<file path="src/blpg_pkg.sv">
// shared types, codes and constants for the bresenham line pixel generator
// no dependencies
package blpg_pkg;

  localparam int COORD_W = 9;
  localparam int COLOUR_W = 16;
  localparam int PIX_X_W = 8;
  localparam int ERR_W = 12;
  localparam int STATUS_W = 2;
  localparam int SCREEN_WIDTH_DEF = 240;
  localparam int SCREEN_HEIGHT_DEF = 320;
  localparam int QUEUE_DEPTH = 4;

  // input op codes
  localparam logic OP_START = 1'b0;
  localparam logic OP_ADVANCE = 1'b1;

  // result status codes
  localparam logic [STATUS_W-1:0] STAT_PIXEL = 2'd0;
  localparam logic [STATUS_W-1:0] STAT_START = 2'd1;
  localparam logic [STATUS_W-1:0] STAT_REJECT = 2'd2;
  localparam logic [STATUS_W-1:0] STAT_IDLE = 2'd3;

  typedef enum logic [1:0] {
    CMD_START,
    CMD_REJECT,
    CMD_ADVANCE
  } cmd_kind_t;

  // classified command passed from front to back
  typedef struct packed {
    cmd_kind_t             kind;
    logic                  swapped;
    logic [COORD_W-1:0]    major_pos;
    logic [COORD_W-1:0]    major_stop;
    logic [COORD_W-1:0]    minor_pos;
    logic                  minor_down;
    logic [COORD_W-1:0]    major_span;
    logic [COORD_W-1:0]    minor_span;
    logic [COLOUR_W-1:0]   colour;
  } cmd_t;

endpackage

</file>
<file path="src/blpg_front.sv">
// front end: screen bounds check, steep test and endpoint ordering of a start beat
// depends on blpg_pkg
module blpg_front #(
  parameter int SCREEN_WIDTH = blpg_pkg::SCREEN_WIDTH_DEF,
  parameter int SCREEN_HEIGHT = blpg_pkg::SCREEN_HEIGHT_DEF
) (
  input  logic                         op,
  input  logic [blpg_pkg::COORD_W-1:0] x_start,
  input  logic [blpg_pkg::COORD_W-1:0] y_start,
  input  logic [blpg_pkg::COORD_W-1:0] x_end,
  input  logic [blpg_pkg::COORD_W-1:0] y_end,
  input  logic [blpg_pkg::COLOUR_W-1:0] colour,
  output blpg_pkg::cmd_t               cmd
);
  import blpg_pkg::*;

  localparam logic [COORD_W:0] WIDTH_LIM = (COORD_W+1)'(SCREEN_WIDTH);
  localparam logic [COORD_W:0] HEIGHT_LIM = (COORD_W+1)'(SCREEN_HEIGHT);

  logic               off_screen;
  logic               steep;
  logic [COORD_W-1:0] dx, dy;
  logic [COORD_W-1:0] a1, b1, a2, b2;
  logic [COORD_W-1:0] lo_a, hi_a, lo_b, hi_b;

  // bounds check on both endpoints
  assign off_screen = ({1'b0, x_start} >= WIDTH_LIM) || ({1'b0, x_end} >= WIDTH_LIM) ||
                      ({1'b0, y_start} >= HEIGHT_LIM) || ({1'b0, y_end} >= HEIGHT_LIM);

  // spans and steep test
  assign dx = (x_end > x_start) ? (x_end - x_start) : (x_start - x_end);
  assign dy = (y_end > y_start) ? (y_end - y_start) : (y_start - y_end);
  assign steep = dy > dx;

  // pick major and minor axes
  assign a1 = steep ? y_start : x_start;
  assign b1 = steep ? x_start : y_start;
  assign a2 = steep ? y_end : x_end;
  assign b2 = steep ? x_end : y_end;

  // order endpoints so the major coordinate rises
  always_comb begin
    if (a1 > a2) begin
      lo_a = a2;
      lo_b = b2;
      hi_a = a1;
      hi_b = b1;
    end else begin
      lo_a = a1;
      lo_b = b1;
      hi_a = a2;
      hi_b = b2;
    end
  end

  // build command
  always_comb begin
    cmd = '0;
    if (op == OP_ADVANCE) begin
      cmd.kind = CMD_ADVANCE;
    end else if (off_screen) begin
      cmd.kind = CMD_REJECT;
    end else begin
      cmd.kind = CMD_START;
      cmd.swapped = steep;
      cmd.major_pos = lo_a;
      cmd.major_stop = hi_a;
      cmd.minor_pos = lo_b;
      cmd.minor_down = !(lo_b < hi_b);
      cmd.major_span = hi_a - lo_a;
      cmd.minor_span = (hi_b > lo_b) ? (hi_b - lo_b) : (lo_b - hi_b);
      cmd.colour = colour;
    end
  end

endmodule

</file>
<file path="src/blpg_cmd_queue.sv">
// short command queue between front and back
// depends on blpg_pkg
module blpg_cmd_queue (
  input  logic           clk,
  input  logic           rst_n,
  input  logic           wr_en,
  input  blpg_pkg::cmd_t wr_cmd,
  output logic           full,
  input  logic           rd_en,
  output logic           rd_valid,
  output blpg_pkg::cmd_t rd_cmd
);
  import blpg_pkg::*;

  localparam int PTR_W = $clog2(QUEUE_DEPTH);
  localparam int CNT_W = $clog2(QUEUE_DEPTH + 1);
  localparam logic [CNT_W-1:0] DEPTH_CNT = CNT_W'(QUEUE_DEPTH);

  cmd_t             slot_r [QUEUE_DEPTH];
  logic [PTR_W-1:0] wr_ptr_r, wr_ptr_nxt;
  logic [PTR_W-1:0] rd_ptr_r, rd_ptr_nxt;
  logic [CNT_W-1:0] count_r, count_nxt;
  logic             do_wr, do_rd;

  assign full = (count_r == DEPTH_CNT);
  assign rd_valid = (count_r != '0);
  assign rd_cmd = slot_r[rd_ptr_r];
  assign do_wr = wr_en && !full;
  assign do_rd = rd_en && rd_valid;

  // pointer and count update
  always_comb begin
    wr_ptr_nxt = wr_ptr_r;
    rd_ptr_nxt = rd_ptr_r;
    count_nxt = count_r;
    if (do_wr) begin
      wr_ptr_nxt = (wr_ptr_r == PTR_W'(QUEUE_DEPTH - 1)) ? '0 : wr_ptr_r + 1'b1;
    end
    if (do_rd) begin
      rd_ptr_nxt = (rd_ptr_r == PTR_W'(QUEUE_DEPTH - 1)) ? '0 : rd_ptr_r + 1'b1;
    end
    if (do_wr && !do_rd) begin
      count_nxt = count_r + 1'b1;
    end else if (do_rd && !do_wr) begin
      count_nxt = count_r - 1'b1;
    end
  end

  always_ff @(posedge clk) begin
    if (!rst_n) begin
      wr_ptr_r <= '0;
      rd_ptr_r <= '0;
      count_r <= '0;
    end else begin
      wr_ptr_r <= wr_ptr_nxt;
      rd_ptr_r <= rd_ptr_nxt;
      count_r <= count_nxt;
    end
  end

  // slot storage
  always_ff @(posedge clk) begin
    if (do_wr) begin
      slot_r[wr_ptr_r] <= wr_cmd;
    end
  end

endmodule

</file>
<file path="src/blpg_back.sv">
// back end: line state, error accumulator stepping and result register
// depends on blpg_pkg
module blpg_back (
  input  logic                          clk,
  input  logic                          rst_n,
  input  logic                          cmd_valid,
  input  blpg_pkg::cmd_t                cmd,
  output logic                          cmd_take,
  output logic                          empty,
  input  logic                          pop,
  output logic [blpg_pkg::STATUS_W-1:0] status,
  output logic                          pixel_valid,
  output logic [blpg_pkg::PIX_X_W-1:0]  pixel_x,
  output logic [blpg_pkg::COORD_W-1:0]  pixel_y,
  output logic [blpg_pkg::COLOUR_W-1:0] pixel_colour,
  output logic                          last_pixel
);
  import blpg_pkg::*;

  // line state
  logic                       line_active_r, line_active_nxt;
  logic                       swapped_r;
  logic [COORD_W-1:0]         major_pos_r, major_stop_r, minor_pos_r;
  logic                       minor_down_r;
  logic [COORD_W-1:0]         major_span_r, minor_span_r;
  logic [COLOUR_W-1:0]        colour_r;
  logic signed [ERR_W-1:0]    err_r;

  // result register
  logic                       res_valid_r;
  logic [STATUS_W-1:0]        status_r;
  logic                       pixel_valid_r;
  logic [PIX_X_W-1:0]         pixel_x_r;
  logic [COORD_W-1:0]         pixel_y_r;
  logic [COLOUR_W-1:0]        pixel_colour_r;
  logic                       last_pixel_r;

  logic                       step;
  logic                       is_last;
  logic [COORD_W-1:0]         px, py;
  logic signed [ERR_W-1:0]    err_add, err_step;
  logic                       minor_move;

  assign cmd_take = cmd_valid && (!res_valid_r || pop);
  assign step = cmd_take && (cmd.kind == CMD_ADVANCE) && line_active_r;

  // pixel of the current position and next accumulator value
  assign is_last = (major_pos_r == major_stop_r);
  assign px = swapped_r ? minor_pos_r : major_pos_r;
  assign py = swapped_r ? major_pos_r : minor_pos_r;
  assign err_add = err_r + $signed({{(ERR_W-COORD_W-1){1'b0}}, minor_span_r, 1'b0});
  assign minor_move = (err_add >= $signed({{(ERR_W-COORD_W){1'b0}}, major_span_r}));
  assign err_step = minor_move ?
                    err_add - $signed({{(ERR_W-COORD_W-1){1'b0}}, major_span_r, 1'b0}) :
                    err_add;

  always_comb begin
    line_active_nxt = line_active_r;
    if (cmd_take) begin
      case (cmd.kind)
        CMD_START:   line_active_nxt = 1'b1;
        CMD_REJECT:  line_active_nxt = 1'b0;
        CMD_ADVANCE: if (line_active_r && is_last) line_active_nxt = 1'b0;
        default:     line_active_nxt = line_active_r;
      endcase
    end
  end

  // control state
  always_ff @(posedge clk) begin
    if (!rst_n) begin
      line_active_r <= 1'b0;
      res_valid_r <= 1'b0;
    end else begin
      line_active_r <= line_active_nxt;
      if (cmd_take) begin
        res_valid_r <= 1'b1;
      end else if (pop) begin
        res_valid_r <= 1'b0;
      end
    end
  end

  // line registers: load on start, step on advance
  always_ff @(posedge clk) begin
    if (cmd_take && cmd.kind == CMD_START) begin
      swapped_r <= cmd.swapped;
      major_pos_r <= cmd.major_pos;
      major_stop_r <= cmd.major_stop;
      minor_pos_r <= cmd.minor_pos;
      minor_down_r <= cmd.minor_down;
      major_span_r <= cmd.major_span;
      minor_span_r <= cmd.minor_span;
      colour_r <= cmd.colour;
      err_r <= '0;
    end else if (step) begin
      major_pos_r <= major_pos_r + 1'b1;
      err_r <= err_step;
      if (minor_move) begin
        minor_pos_r <= minor_down_r ? minor_pos_r - 1'b1 : minor_pos_r + 1'b1;
      end
    end
  end

  // result payload
  always_ff @(posedge clk) begin
    if (cmd_take) begin
      pixel_valid_r <= 1'b0;
      pixel_x_r <= '0;
      pixel_y_r <= '0;
      pixel_colour_r <= '0;
      last_pixel_r <= 1'b0;
      case (cmd.kind)
        CMD_START:  status_r <= STAT_START;
        CMD_REJECT: status_r <= STAT_REJECT;
        CMD_ADVANCE: begin
          if (line_active_r) begin
            status_r <= STAT_PIXEL;
            pixel_valid_r <= 1'b1;
            pixel_x_r <= px[PIX_X_W-1:0];
            pixel_y_r <= py;
            pixel_colour_r <= colour_r;
            last_pixel_r <= is_last;
          end else begin
            status_r <= STAT_IDLE;
          end
        end
        default: status_r <= STAT_IDLE;
      endcase
    end
  end

  assign empty = !res_valid_r;
  assign status = status_r;
  assign pixel_valid = pixel_valid_r;
  assign pixel_x = pixel_x_r;
  assign pixel_y = pixel_y_r;
  assign pixel_colour = pixel_colour_r;
  assign last_pixel = last_pixel_r;

endmodule

</file>
<file path="src/bresenham_line_pixel_generator.sv">
// a result passes through the command queue and then the result register on its way out
// throughput: one beat per cycle, start and advance alike, while results are popped;
// the back end's single accumulator step per cycle sets the pixel rate
// a four-entry command queue and one result register decouple input and output
// reset (rst_n low, synchronous) empties queue and result, and ends any active line
module bresenham_line_pixel_generator #(
  parameter int SCREEN_WIDTH = blpg_pkg::SCREEN_WIDTH_DEF,
  parameter int SCREEN_HEIGHT = blpg_pkg::SCREEN_HEIGHT_DEF
) (
  input  logic                          clk,
  input  logic                          rst_n,
  input  logic                          push,
  output logic                          full,
  input  logic                          in_op,
  input  logic [blpg_pkg::COORD_W-1:0]  in_x_start,
  input  logic [blpg_pkg::COORD_W-1:0]  in_y_start,
  input  logic [blpg_pkg::COORD_W-1:0]  in_x_end,
  input  logic [blpg_pkg::COORD_W-1:0]  in_y_end,
  input  logic [blpg_pkg::COLOUR_W-1:0] in_colour,
  output logic                          empty,
  input  logic                          pop,
  output logic [blpg_pkg::STATUS_W-1:0] out_status,
  output logic                          out_pixel_valid,
  output logic [blpg_pkg::PIX_X_W-1:0]  out_pixel_x,
  output logic [blpg_pkg::COORD_W-1:0]  out_pixel_y,
  output logic [blpg_pkg::COLOUR_W-1:0] out_pixel_colour,
  output logic                          out_last_pixel
);
  import blpg_pkg::*;

  cmd_t front_cmd;
  cmd_t head_cmd;
  logic head_valid;
  logic head_take;

  // classify input beats
  blpg_front #(
    .SCREEN_WIDTH (SCREEN_WIDTH),
    .SCREEN_HEIGHT(SCREEN_HEIGHT)
  ) u_front (
    .op     (in_op),
    .x_start(in_x_start),
    .y_start(in_y_start),
    .x_end  (in_x_end),
    .y_end  (in_y_end),
    .colour (in_colour),
    .cmd    (front_cmd)
  );

  // command queue
  blpg_cmd_queue u_queue (
    .clk     (clk),
    .rst_n   (rst_n),
    .wr_en   (push),
    .wr_cmd  (front_cmd),
    .full    (full),
    .rd_en   (head_take),
    .rd_valid(head_valid),
    .rd_cmd  (head_cmd)
  );

  // execute commands
  blpg_back u_back (
    .clk         (clk),
    .rst_n       (rst_n),
    .cmd_valid   (head_valid),
    .cmd         (head_cmd),
    .cmd_take    (head_take),
    .empty       (empty),
    .pop         (pop),
    .status      (out_status),
    .pixel_valid (out_pixel_valid),
    .pixel_x     (out_pixel_x),
    .pixel_y     (out_pixel_y),
    .pixel_colour(out_pixel_colour),
    .last_pixel  (out_last_pixel)
  );

endmodule

</file>
<file path="config.mk">
export PLATFORM = sky130hd
export DESIGN_NAME = bresenham_line_pixel_generator
export DESIGN_NICKNAME = d
export VERILOG_FILES = /design/src/blpg_pkg.sv /design/src/blpg_front.sv /design/src/blpg_cmd_queue.sv /design/src/blpg_back.sv /design/src/bresenham_line_pixel_generator.sv
export SDC_FILE = /design/constraint.sdc
export NUM_CORES = 1
export LEC_CHECK = 0
export BUFFER_PORTS_ARGS = -buffer_cell sky130_fd_sc_hd__buf_4
export CAP_MARGIN = 15
export CORE_MARGIN = 3
export CORE_UTILIZATION = 64
export CTS_BUF_LIST = sky130_fd_sc_hd__clkbuf_4
export DETAILED_ROUTE_END_ITERATION = 10
export HOLD_SLACK_MARGIN = 0.05
export PLACE_DENSITY = 0.83
export SYNTH_ARGS = -nofsm -noshare
export SYNTH_HDL_FRONTEND = slang
export SYNTH_HIERARCHICAL = 1
export SYNTH_SLANG_ARGS = --single-unit
</file>
<file path="constraint.sdc">
create_clock -name clk -period 11.3 [get_ports clk]
set_input_delay 0.565 -clock clk [delete_from_list [all_inputs] [get_ports clk]]
set_output_delay 0.565 -clock clk [all_outputs]
set_load 0.02 [all_outputs]
</file>
==> reports/metrics.csv, run 1 <==
stage,metric,value,unit
run_status,status,finished clean,
final_layout,filler cell count in the final layout,2042,
final_layout,total area of sequential cells,11300,sq um
detailed_routing,Routed WL,46.7,mm
cts,CTS H-tree depth,3,
final_layout,share of cells above drive strength 1,21.9,%
cts,Sink Count,382,
timing,unrepaired setup endpoints after global routing,no,
logic_synthesis,Mapped Cells,1531,
cts,Max clock buf depth,3,
die,Initial Util,65.3,%
grt,first-pass GRT wire length,72.3,mm
detailed_routing,vias,13400,
detailed_routing,initial drt markers,1411,
logic_synthesis,Yosys Warn Count,6,
final_layout,"commonest non-fill, non-tap cell in the layout",edfxtp_1,
detailed_routing,drt wl/cell,21.7,um
placed_design,placed insts,1976,
grt,initial antenna violation count,1,
hold_path,min-delay worst type,in2reg,
critical_path,number of cells on the worst reg-to-reg path,12,
run,max_cap viols,0,
die,Die Wd,183,um
critical_path,crit start category,input pin,
cts,cts repair resizes,0,
timing,final hold slack,0.114,ns
cts,Worst-Skew Late Latency,0.74,ns
critical_path,Crit. End Element,flip-flop,
final_layout,# nets final,1856,
cts,CTS tree,built,
logic_synthesis,syn_nets,1712,
timing,worst slew pin tran,1.07,ns
logic_synthesis,syn avg cell area,13.1,sq um
grt,All-Layer GR Usage,27.9,%
logic_synthesis,Post-synth EDFFs,360,
timing,fin. max-slew vios,0,
die,Cell Rows,64,
final_layout,most frequent cells in the layout,"360 x edfxtp_1, 148 x clkbuf_4, 126 x nor2_1",
timing,Final Hold Vio Count,0,
grt,vias in the first global route,13700,
cts,root buffer cell,clkbuf_4,
critical_path,Setup CP Type,in2reg,
timing,worst setup margin,1.23,ns
timing,Final min period,10.07,ns
final_layout,Post-Layout Cell Count,2148,
logic_synthesis,distinct cell type count after synthesis,79,
pwr,Power Density,325,nW/um^2
grt,global route overflow,0,
timing,final setup vio count,0,
timing,Setup Skew,0.0574,ns
die,IO Pins,96,
placed_design,HPWL Detailed,31.9,mm
timing,Setup TNS,0,ns
die,Core Area,30700,sq um
cts,Num CTS Buffers,93,
cts,clock edge transition at the registers on the reported setup and hold paths,0.07,ns
pwr,maximum vdd drop,246,uV
critical_path,Crit path largest cell delay,0.80,ns
final_layout,area occupied by multi-input gates,8070,sq um
logic_synthesis,"Async S/R FF share, synth",0,%
die,Die H,183,um
critical_path,Worst EP required,11.84,ns
timing,Slew HR,28.6,%
timing,fmax,99.3,MHz
logic_synthesis,top_reg_cell synth,edfxtp_1,
critical_path,CP max-delay cell,and2_2,
die,die area,33500,sq um
logic_synthesis,#FFs+latches synth,382,
detailed_routing,Avg Vias per Cell,6.24,
placed_design,RD Place Congestion,0.989,
timing,Final period util,89.1,%
detailed_routing,drt pass-1 iters,6,
logic_synthesis,Netlist Area Pre-Place,20100,sq um
cts,post-CTS setup buffer count,0,
final_layout,area delta synth->final,11.4,%
detailed_routing,DRC violations left,0,
logic_synthesis,post-synthesis sequential area ratio,56.1,%
grt,largest net degree at the start of global routing,66,
placed_design,Placement Setup Slack,0.689,ns
detailed_routing,DRT antenna net count,0,
pwr,final total power,7.27,mW
hold_path,WHS Path Cells,1,
critical_path,Worst Path Max Fanout,49,
critical_path,critical path arrival,10.60,ns
placed_design,port buffer count,95,
pwr,P_leak,8.65,nW
cts,Post-CTS Hold Buffers,0,
-- sequential cells by signal, indices dropped and copies added, names as in the netlist, 11 cells and up, named ones only --
signal,flops
u_back/colour_r,16
u_queue/slot_r,260
u_back/err_r,11
u_back/pixel_colour,16
-- Yosys cell counts (17+ instances only) --
| cell | number | area (sq um) |
|---|---|---|
| clkbuf_1 | 28 | 105 |
| and3_1 | 24 | 150 |
| nand3_1 | 33 | 165 |
| nor2_1 | 126 | 473 |
| and2_1 | 28 | 175 |
| dfxtp_1 | 22 | 440 |
| mux2i_1 | 62 | 621 |
| a21o_1 | 19 | 143 |
| mux4_2 | 65 | 1460 |
| a211oi_1 | 21 | 158 |
| xnor2_1 | 32 | 280 |
| nor3_1 | 17 | 85.1 |
| ha_1 | 114 | 1430 |
| a21oi_1 | 81 | 405 |
| inv_1 | 106 | 398 |
| nand2_1 | 84 | 315 |
| o21ai_0 | 58 | 290 |
| xor2_1 | 26 | 228 |
| edfxtp_1 | 360 | 10800 |
-- metal layers --
metal | vias up | part of all wire, % | GRT usage, %
met4 | 0 | 2.5 | 9.57
met1 | 6598 | 41 | 36.9
met5 | - | 0 | 0
met2 | 609 | 50 | 47.6
met3 | 97 | 6.3 | 4.54
li1 | 6102 | - | -
-- final timing paths --
kind                         from               endpoint  slack [ns]
hold / removal              in_op  u_queue/slot_r[1][64]        0.11
hold reg to reg   u_back/err_r[3]        u_back/err_r[3]        0.46
setup reg to reg        flip-flop       u_back/err_r[11]        6.97
setup / recovery    in_x_start[4]  u_queue/slot_r[3][24]        1.23
-- cell type report --
cell class | count | share of cell area [%]
antenna | 1 | 0.0112
clock buffer | 148 | 4.97
clock inverter | 23 | 0.829
inverter | 106 | 1.78
multi-input combinational | 981 | 36.1
sequential | 382 | 50.4
tap | 396 | 2.22
timing repair buffer | 111 | 3.73
-- critical path: cells and delay by family --
kind / cells / cell delay (ns)
adder cells (fa/ha/maj): 4 / 1.29
AO/OA/AOI/OAI: 16 / 4.34
AND/OR/NAND/NOR: 11 / 2.54
multiplexers: 3 / 1.18
buffers and inverters: 4 / 0.69
-- report_power, final --
group	switching, mW	internal, mW	total [mW]
logic	2.35	1.61	3.96
clock network	0.532	0.665	1.20
registers	0.163	1.95	2.11
-- cell families after synthesis --
family | synth area share [%]
buf+inv | 3.83
simple gates | 9.06
fa+ha+maj | 8.10
mux | 11.5
compound gates | 8.94
xor+xnor | 2.53
flops | 56.1
-- through the flow --
stage                     util [%]  instance area [sq um]
after floorplan                  -                  20100
after global placement        68.5                  21100
after detailed placement      68.5                  21100
after CTS                     72.7                  22300
after global routing          72.7                  22400
final                         72.7                  22400
(Power assumes the default switching activity.)
==> run 2: changes to the inputs <==
ABC_AREA = 1   (was not set)
==> reports/metrics.csv, run 2 <==
stage,metric,value,unit,change
final_layout,final instance area,23000,sq um,+2.9%
final_layout,area delta synth->final,9.75,%,
logic_synthesis,synth cell count leaders,"380 x nand2_1, 360 x edfxtp_1, 243 x nor2_1",,
detailed_routing,vias,16000,,+19%
detailed_routing,DRC violations left,0,,unchanged
critical_path,critical path arrival,8.61,ns,-1.99 ns
grt,All-Layer GR Usage,29.4,%,+1.5 points
die,die area,35000,sq um,+4.3%
logic_synthesis,post-synthesis sequential area ratio,53.7,%,-2.4 points
critical_path,number of cells on the worst reg-to-reg path,9,,-3
die,IO Pins,96,,unchanged
logic_synthesis,Mapped Cells,2138,,+40%
placed_design,placed insts,2594,,+31%
hold_path,WHS Path Cells,3,,+2
final_layout,share of cells above drive strength 1,15.0,%,-7.0 points
critical_path,"CP delay by family, top",simple AND/OR/NAND/NOR gates,,
critical_path,Worst Path Max Fanout,54,,+10%
grt,first-pass GRT wire length,82.1,mm,+14%
hold_path,min-delay worst type,in2reg,,
logic_synthesis,top_reg_cell synth,edfxtp_1,,
logic_synthesis,syn avg cell area,9.80,sq um,-25%
logic_synthesis,"count leader, synth",nand2_1,,
critical_path,Crit. End Element,flip-flop,,
placed_design,dpl cell area,21800,sq um,+3.6%
critical_path,CP max-delay cell,buf_4,,
die,Die Wd,187,um,+2.1%
hold_path,hold_sp,in_colour[4],,
logic_synthesis,Post-synth EDFFs,360,,unchanged
final_layout,max reg flops,260,,unchanged
cts,CTS tree,built,,
placed_design,RD Place Congestion,0.982,,-0.71%
pwr,P_leak,9.88,nW,+14%
cts,Num CTS Buffers,94,,+1.1%
logic_synthesis,largest cells by area after synthesis,"edfxtp_1 52%, ha_1 6.8%, nand2_1 6.8%, nor2_1 4.4%, o21ai_0 4.1%",,
timing,Setup TNS,0,ns,unchanged
critical_path,r2r endpoint,u_back/major_pos_r[7],,
grt,largest net degree at the start of global routing,81,,+23%
logic_synthesis,Yosys Warn Count,6,,unchanged
detailed_routing,Avg Vias per Cell,5.79,,-7.2%
pwr,maximum vdd drop,244,uV,-1.1%
timing,Setup Skew,0.0733,ns,+0.0159 ns
cts,root buffer cell,clkbuf_4,,
hold_path,Worst Hold End,u_queue/slot_r[2][4],,
pwr,Power Density,328,nW/um^2,+0.79%
logic_synthesis,top-area cell type share of the netlist area,51.6,%,-2.3 points
die,Initial Util,65.7,%,+0.47 points
timing,worst slew pin tran,1.08,ns,+0.0112 ns
detailed_routing,drt wl/cell,18.6,um,-15%
final_layout,# nets final,2440,,+31%
critical_path,Worst EP required,11.75,ns,-0.09 ns
final_layout,most frequent cells in the layout,"380 x nand2_1, 360 x edfxtp_1, 239 x nor2_1",,
pwr,final total power,7.54,mW,+3.7%
placed_design,port buffer count,95,,unchanged
cts,CTS H-tree depth,3,,unchanged
cts,cts repair resizes,0,,unchanged
logic_synthesis,syn_nets,2319,,+35%
critical_path,"Top cell by count, worst path",nand2_1,,
detailed_routing,drt pass-1 iters,7,,+1
timing,Slew HR,27.9,%,-0.75 points
run,max_cap viols,0,,unchanged
final_layout,"commonest non-fill, non-tap cell in the layout",nand2_1,,
cts,Max clock buf depth,3,,unchanged
critical_path,crit start category,input pin,,
critical_path,Crit path largest cell delay,0.49,ns,-0.31 ns
detailed_routing,initial drt markers,1531,,+8.5%
timing,fmax,123,MHz,+23%
cts,Worst-Skew Late Latency,0.79,ns,+0.05 ns
final_layout,filler cell count in the final layout,2316,,+13%
placed_design,HPWL Detailed,34.7,mm,+8.5%
run_status,status,finished clean,,
logic_synthesis,distinct cell type count after synthesis,54,,-32%
detailed_routing,Routed WL,51.2,mm,+9.6%
grt,vias in the first global route,15800,,+16%
critical_path,reg2reg setup slack,7.13,ns,+0.16 ns
timing,Final period util,72.2,%,-17 points
detailed_routing,DRT antenna net count,0,,unchanged
final_layout,Post-Layout Cell Count,2755,,+28%
final_layout,Largest Register,u_queue/slot_r,,
die,Cell Rows,65,,+1.6%
timing,unrepaired setup endpoints after global routing,no,,
logic_synthesis,"Async S/R FF share, synth",0,%,unchanged
logic_synthesis,#FFs+latches synth,382,,unchanged
cts,Sink Count,382,,unchanged
grt,initial antenna violation count,2,,+1
logic_synthesis,Yosys top cell by area,edfxtp_1,,
die,Die H,187,um,+2.1%
critical_path,Setup CP Type,in2reg,,
grt,global route overflow,0,,unchanged
die,Core Area,31900,sq um,+3.7%
timing,fin. max-slew vios,0,,unchanged
logic_synthesis,Netlist Area Pre-Place,21000,sq um,+4.4%
critical_path,worst path buffer plus inverter count,9,,+5
timing,final setup vio count,0,,unchanged
timing,Final min period,8.16,ns,-1.91 ns
cts,clock edge transition at the registers on the reported setup and hold paths,0.06,ns,about the same
timing,Final Hold Vio Count,0,,unchanged
## run 2: cell count changes after synthesis, sizes merged, moves of 18 or more
cell,before,now
nor2,126,270
a211oi,22,0
o22ai,3,65
mux2i,62,5
nand2,85,395
mux2,19,0
inv,106,235
and3,26,0
nand3,34,103
o21ai,72,244
xnor2,32,14
mux4,65,0
and2,30,0
## run 2: stage by stage
step	setup slack [ns]	utilization (%)	hold WS, ns
after global routing	2.30	72.2	0.151
after CTS	3.37	72.1	0.143
final	3.14	72.2	0.208
after global placement	2.81	68.4	0.442
after detailed placement	2.55	68.4	0.455
after floorplan	4.37	-	0.430
## run 2: cells by family (layout without fill, tap and decap cells)
logic type / after synthesis / in the layout / share of synthesized area (%)
fa+ha+maj: 124 / 124 / 7.76
xor+xnor: 52 / 52 / 2.17
mux: 5 / 5 / 0.239
other cells: 0 / 2 / 0
buf+inv: 324 / 504 / 6.93
compound gates: 455 / 455 / 12.6
flops: 382 / 382 / 53.7
simple gates: 796 / 796 / 16.6
## run 2: worst max-delay path by stage
stage	from	endpoint	depth (start not counted)
after detailed placement	in_x_start[0]	u_queue/slot_r[3][23]	42
after global routing	in_y_start[2]	u_queue/slot_r[1][23]	45
after CTS	in_x_start[0]	u_queue/slot_r[1][23]	42
final	in_y_start[2]	u_queue/slot_r[1][23]	46
after global placement	in_y_start[2]	u_queue/slot_r[0][23]	46
after floorplan	in_y_start[2]	u_queue/slot_r[0][23]	54
## run 2: per-layer routing
layer | track usage [%] | share of wire, % | vias to the layer above
met2 | 48.8 | 49 | 709
met1 | 39.4 | 42 | 7529
met5 | 0 | 0 | -
li1 | - | - | 7624
met3 | 5.23 | 7.1 | 95
met4 | 10.3 | 2.4 | 0
## run 2: area by class of cell
type,instances,area (sq um),share of cell area [%]
Timing Repair Buffer,114,866,3.76
Tap cell,435,544,2.37
Sequential cell,382,11300,48.9
Clock buffer,126,946,4.11
Clock inverter,29,198,0.859
Multi-Input combinational cell,1432,8300,36.1
Inverter,235,892,3.88
Antenna cell,2,5.00,0.0218
## run 2: worst reg2reg max path, stage by stage, from the launching register on
cell and delay, ns:
dfxtp_4 0.71, buf_4 0.72, o21ai_0 0.21, o22ai_1 0.37, inv_1 0.10, ha_1 0.23, inv_1 0.12, nor2_4 0.17
nor2_1 0.74, inv_1 0.42
## run 2: what timing repair did
item | 4_1_cts | 5_1_grt
hold endpoints to repair | 9 | 0
setup buffers | 0 | 0
hold buffers | 4 | 0
## run 2: power by group
part / internal [mW] / switching [mW] / total (mW)
Clock: 0.582 / 0.520 / 1.10
Combinational: 1.43 / 2.88 / 4.31
Sequential: 1.97 / 0.161 / 2.13
Total: 3.98 / 3.56 / 7.54
==> run 3: changes to the inputs <==
CORE_UTILIZATION = 58   (was 64)
PLACE_DENSITY = 0.8   (was 0.83)
clock period = 6.7 ns   (was 11.3 ns; I/O delays follow)
==> reports/metrics.csv, run 3 (synthesis results as in run 2) <==
stage,metric,value,unit,change
critical_path,Worst EP required,7.25,ns,-4.50 ns
die,IO Pins,96,,unchanged
cts,post-CTS setup buffer count,0,,unchanged
cts,Sink Count,382,,unchanged
timing,worst slew pin tran,1.05,ns,-0.0297 ns
final_layout,# nets final,2576,,+5.6%
timing,final setup vio count,0,,unchanged
final_layout,final core utilization,69.3,%,-2.8 points
timing,Slew HR,29.9,%,+2.0 points
cts,root buffer cell,clkbuf_4,,
critical_path,Crit. End Element,flip-flop,,
die,Die Wd,196,um,+4.9%
timing,Final Hold Vio Count,0,,unchanged
timing,unrepaired setup endpoints after global routing,no,,
critical_path,Worst Path Max Fanout,24,,-56%
critical_path,R2R Path Start,u_back/minor_span_r[0],,
final_layout,Largest Register,u_queue/slot_r,,
grt,first-pass GRT wire length,79.9,mm,-2.6%
detailed_routing,Max Used Layer,met4,,
run,max_cap viols,0,,unchanged
grt,initial antenna violation count,2,,unchanged
placed_design,placed insts,2731,,+5.3%
placed_design,Placement Setup Slack,-0.0420,ns,-2.59 ns
die,Cell Rows,68,,+4.6%
critical_path,CP max-delay cell,ha_1,,
detailed_routing,met2 routed WL,24.5,mm,-1.6%
timing,Setup Skew,0.0802,ns,+0.00684 ns
final_layout,max reg flops,260,,unchanged
detailed_routing,routed length on met1,21.5,mm,+0.15%
detailed_routing,DRT antenna net count,0,,unchanged
grt,largest net degree at the start of global routing,79,,-2.5%
placed_design,RD Place Congestion,0.960,,-2.2%
cts,clock edge transition at the registers on the reported setup and hold paths,0.07,ns,about the same
placed_design,port buffer count,95,,unchanged
die,Die H,196,um,+4.9%
placed_design,HPWL Detailed,34.9,mm,+0.71%
timing,worst setup margin,0.649,ns,-2.49 ns
detailed_routing,vias,16400,,+2.5%
grt,global route overflow,0,,unchanged
detailed_routing,Routed WL,50.9,mm,-0.56%
detailed_routing,DRC violations left,0,,unchanged
timing,fin. max-slew vios,0,,unchanged
cts,Num CTS Buffers,94,,unchanged
timing,final hold slack,0.159,ns,-0.0489 ns
grt,All-Layer GR Usage,26.1,%,-3.3 points
critical_path,critical path arrival,6.60,ns,-2.01 ns
grt,vias in the first global route,15900,,+0.84%
hold_path,min-delay worst type,in2reg,,
critical_path,Setup CP Type,in2reg,,
cts,Worst-Skew Late Latency,0.78,ns,about the same
detailed_routing,drt wl/cell,17.4,um,-6.6%
critical_path,crit start category,input pin,,
hold_path,hold_sp,in_y_end[7],,
final_layout,most frequent cells in the layout,"380 x nand2_1, 360 x edfxtp_1, 239 x nor2_1",,
die,Initial Util,59.8,%,-6.0 points
final_layout,Post-Layout Cell Count,2933,,+6.5%
cts,CTS tree,built,,
detailed_routing,drt pass-1 iters,6,,-1
critical_path,"Top cell by count, worst path",nand2_1,,
detailed_routing,met3 WL,3.62,mm,-0.25%
detailed_routing,Avg Vias per Cell,5.58,,-3.7%
critical_path,Crit. Startpoint,in_y_start[2],,
final_layout,"commonest non-fill, non-tap cell in the layout",nand2_1,,
critical_path,Crit path largest cell delay,0.35,ns,-0.14 ns
timing,fmax,165,MHz,
final_layout,share of cells above drive strength 1,19.6,%,+4.6 points
detailed_routing,initial drt markers,1358,,-11%
cts,Max clock buf depth,3,,unchanged
die,die area,38500,sq um,+10%
final_layout,area delta synth->final,15.9,%,
run_status,status,finished clean,,
timing,Final period util,90.3,%,
cts,CTS H-tree depth,3,,unchanged
die,Core Area,35100,sq um,+10%
timing,Final min period,6.05,ns,
run 3: final timing paths:
check	endpoint	slack (ns)	cells past startpoint
worst max-delay path	u_queue/slot_r[3][20]	0.65	42
worst min-delay path	u_queue/slot_r[3][51]	0.16	3
worst max register to register	u_back/minor_pos_r[4]	2.77	15
worst min register to register	u_back/err_r[1]	0.46	2
run 3: cell type report:
cell class                      count  area, sq um
Antenna cell                        2         5.00
Timing Repair Buffer              250         1950
Inverter                          235          892
Tap cell                          455          569
Sequential cell                   382        11300
Clock buffer                      141         1060
Fill cell                        2589        10800
Multi-Input combinational cell   1432         8310
Clock inverter                     36          251
run 3: repair_timing:
item / 4_1_cts / 5_1_grt
endpoints found under the hold margin: 79 / 0
hold buffers: 22 / 0
gates resized for setup: 0 / 3
endpoints found under the setup margin: 0 / 15
run 3: routing by layer:
metal	vias to the layer above	global-route usage, %
met3	105	4.71
met5	-	0
met4	0	9.93
met1	7668	34.9
li1	7917	-
met2	673	42.7
run 3: worst max-delay path: cells and delay by family:
kind / cells / cell delay, ns
mux: 2 / 0.45
buf+inv: 9 / 1.10
fa+ha+maj: 4 / 1.32
simple gates: 18 / 1.91
compound gates: 8 / 1.32
xor+xnor: 1 / 0.11
run 3: stage by stage:
| stage | cell area (sq um) | TNS (ns) |
|---|---|---|
| 6_report | 24300 | 0 |
| 5_1_grt | 24300 | 0 |
| 4_1_cts | 24200 | 0 |
| 3_5_place_dp | 22700 | -0.641 |
| 3_3_place_gp | 22700 | 0 |
| 2_1_floorplan | 21000 | 0 |
Power of run 3 is left out: the tool's default activity adds up to more than one toggle a clock period on the data nets, which glitch-free logic cannot reach.
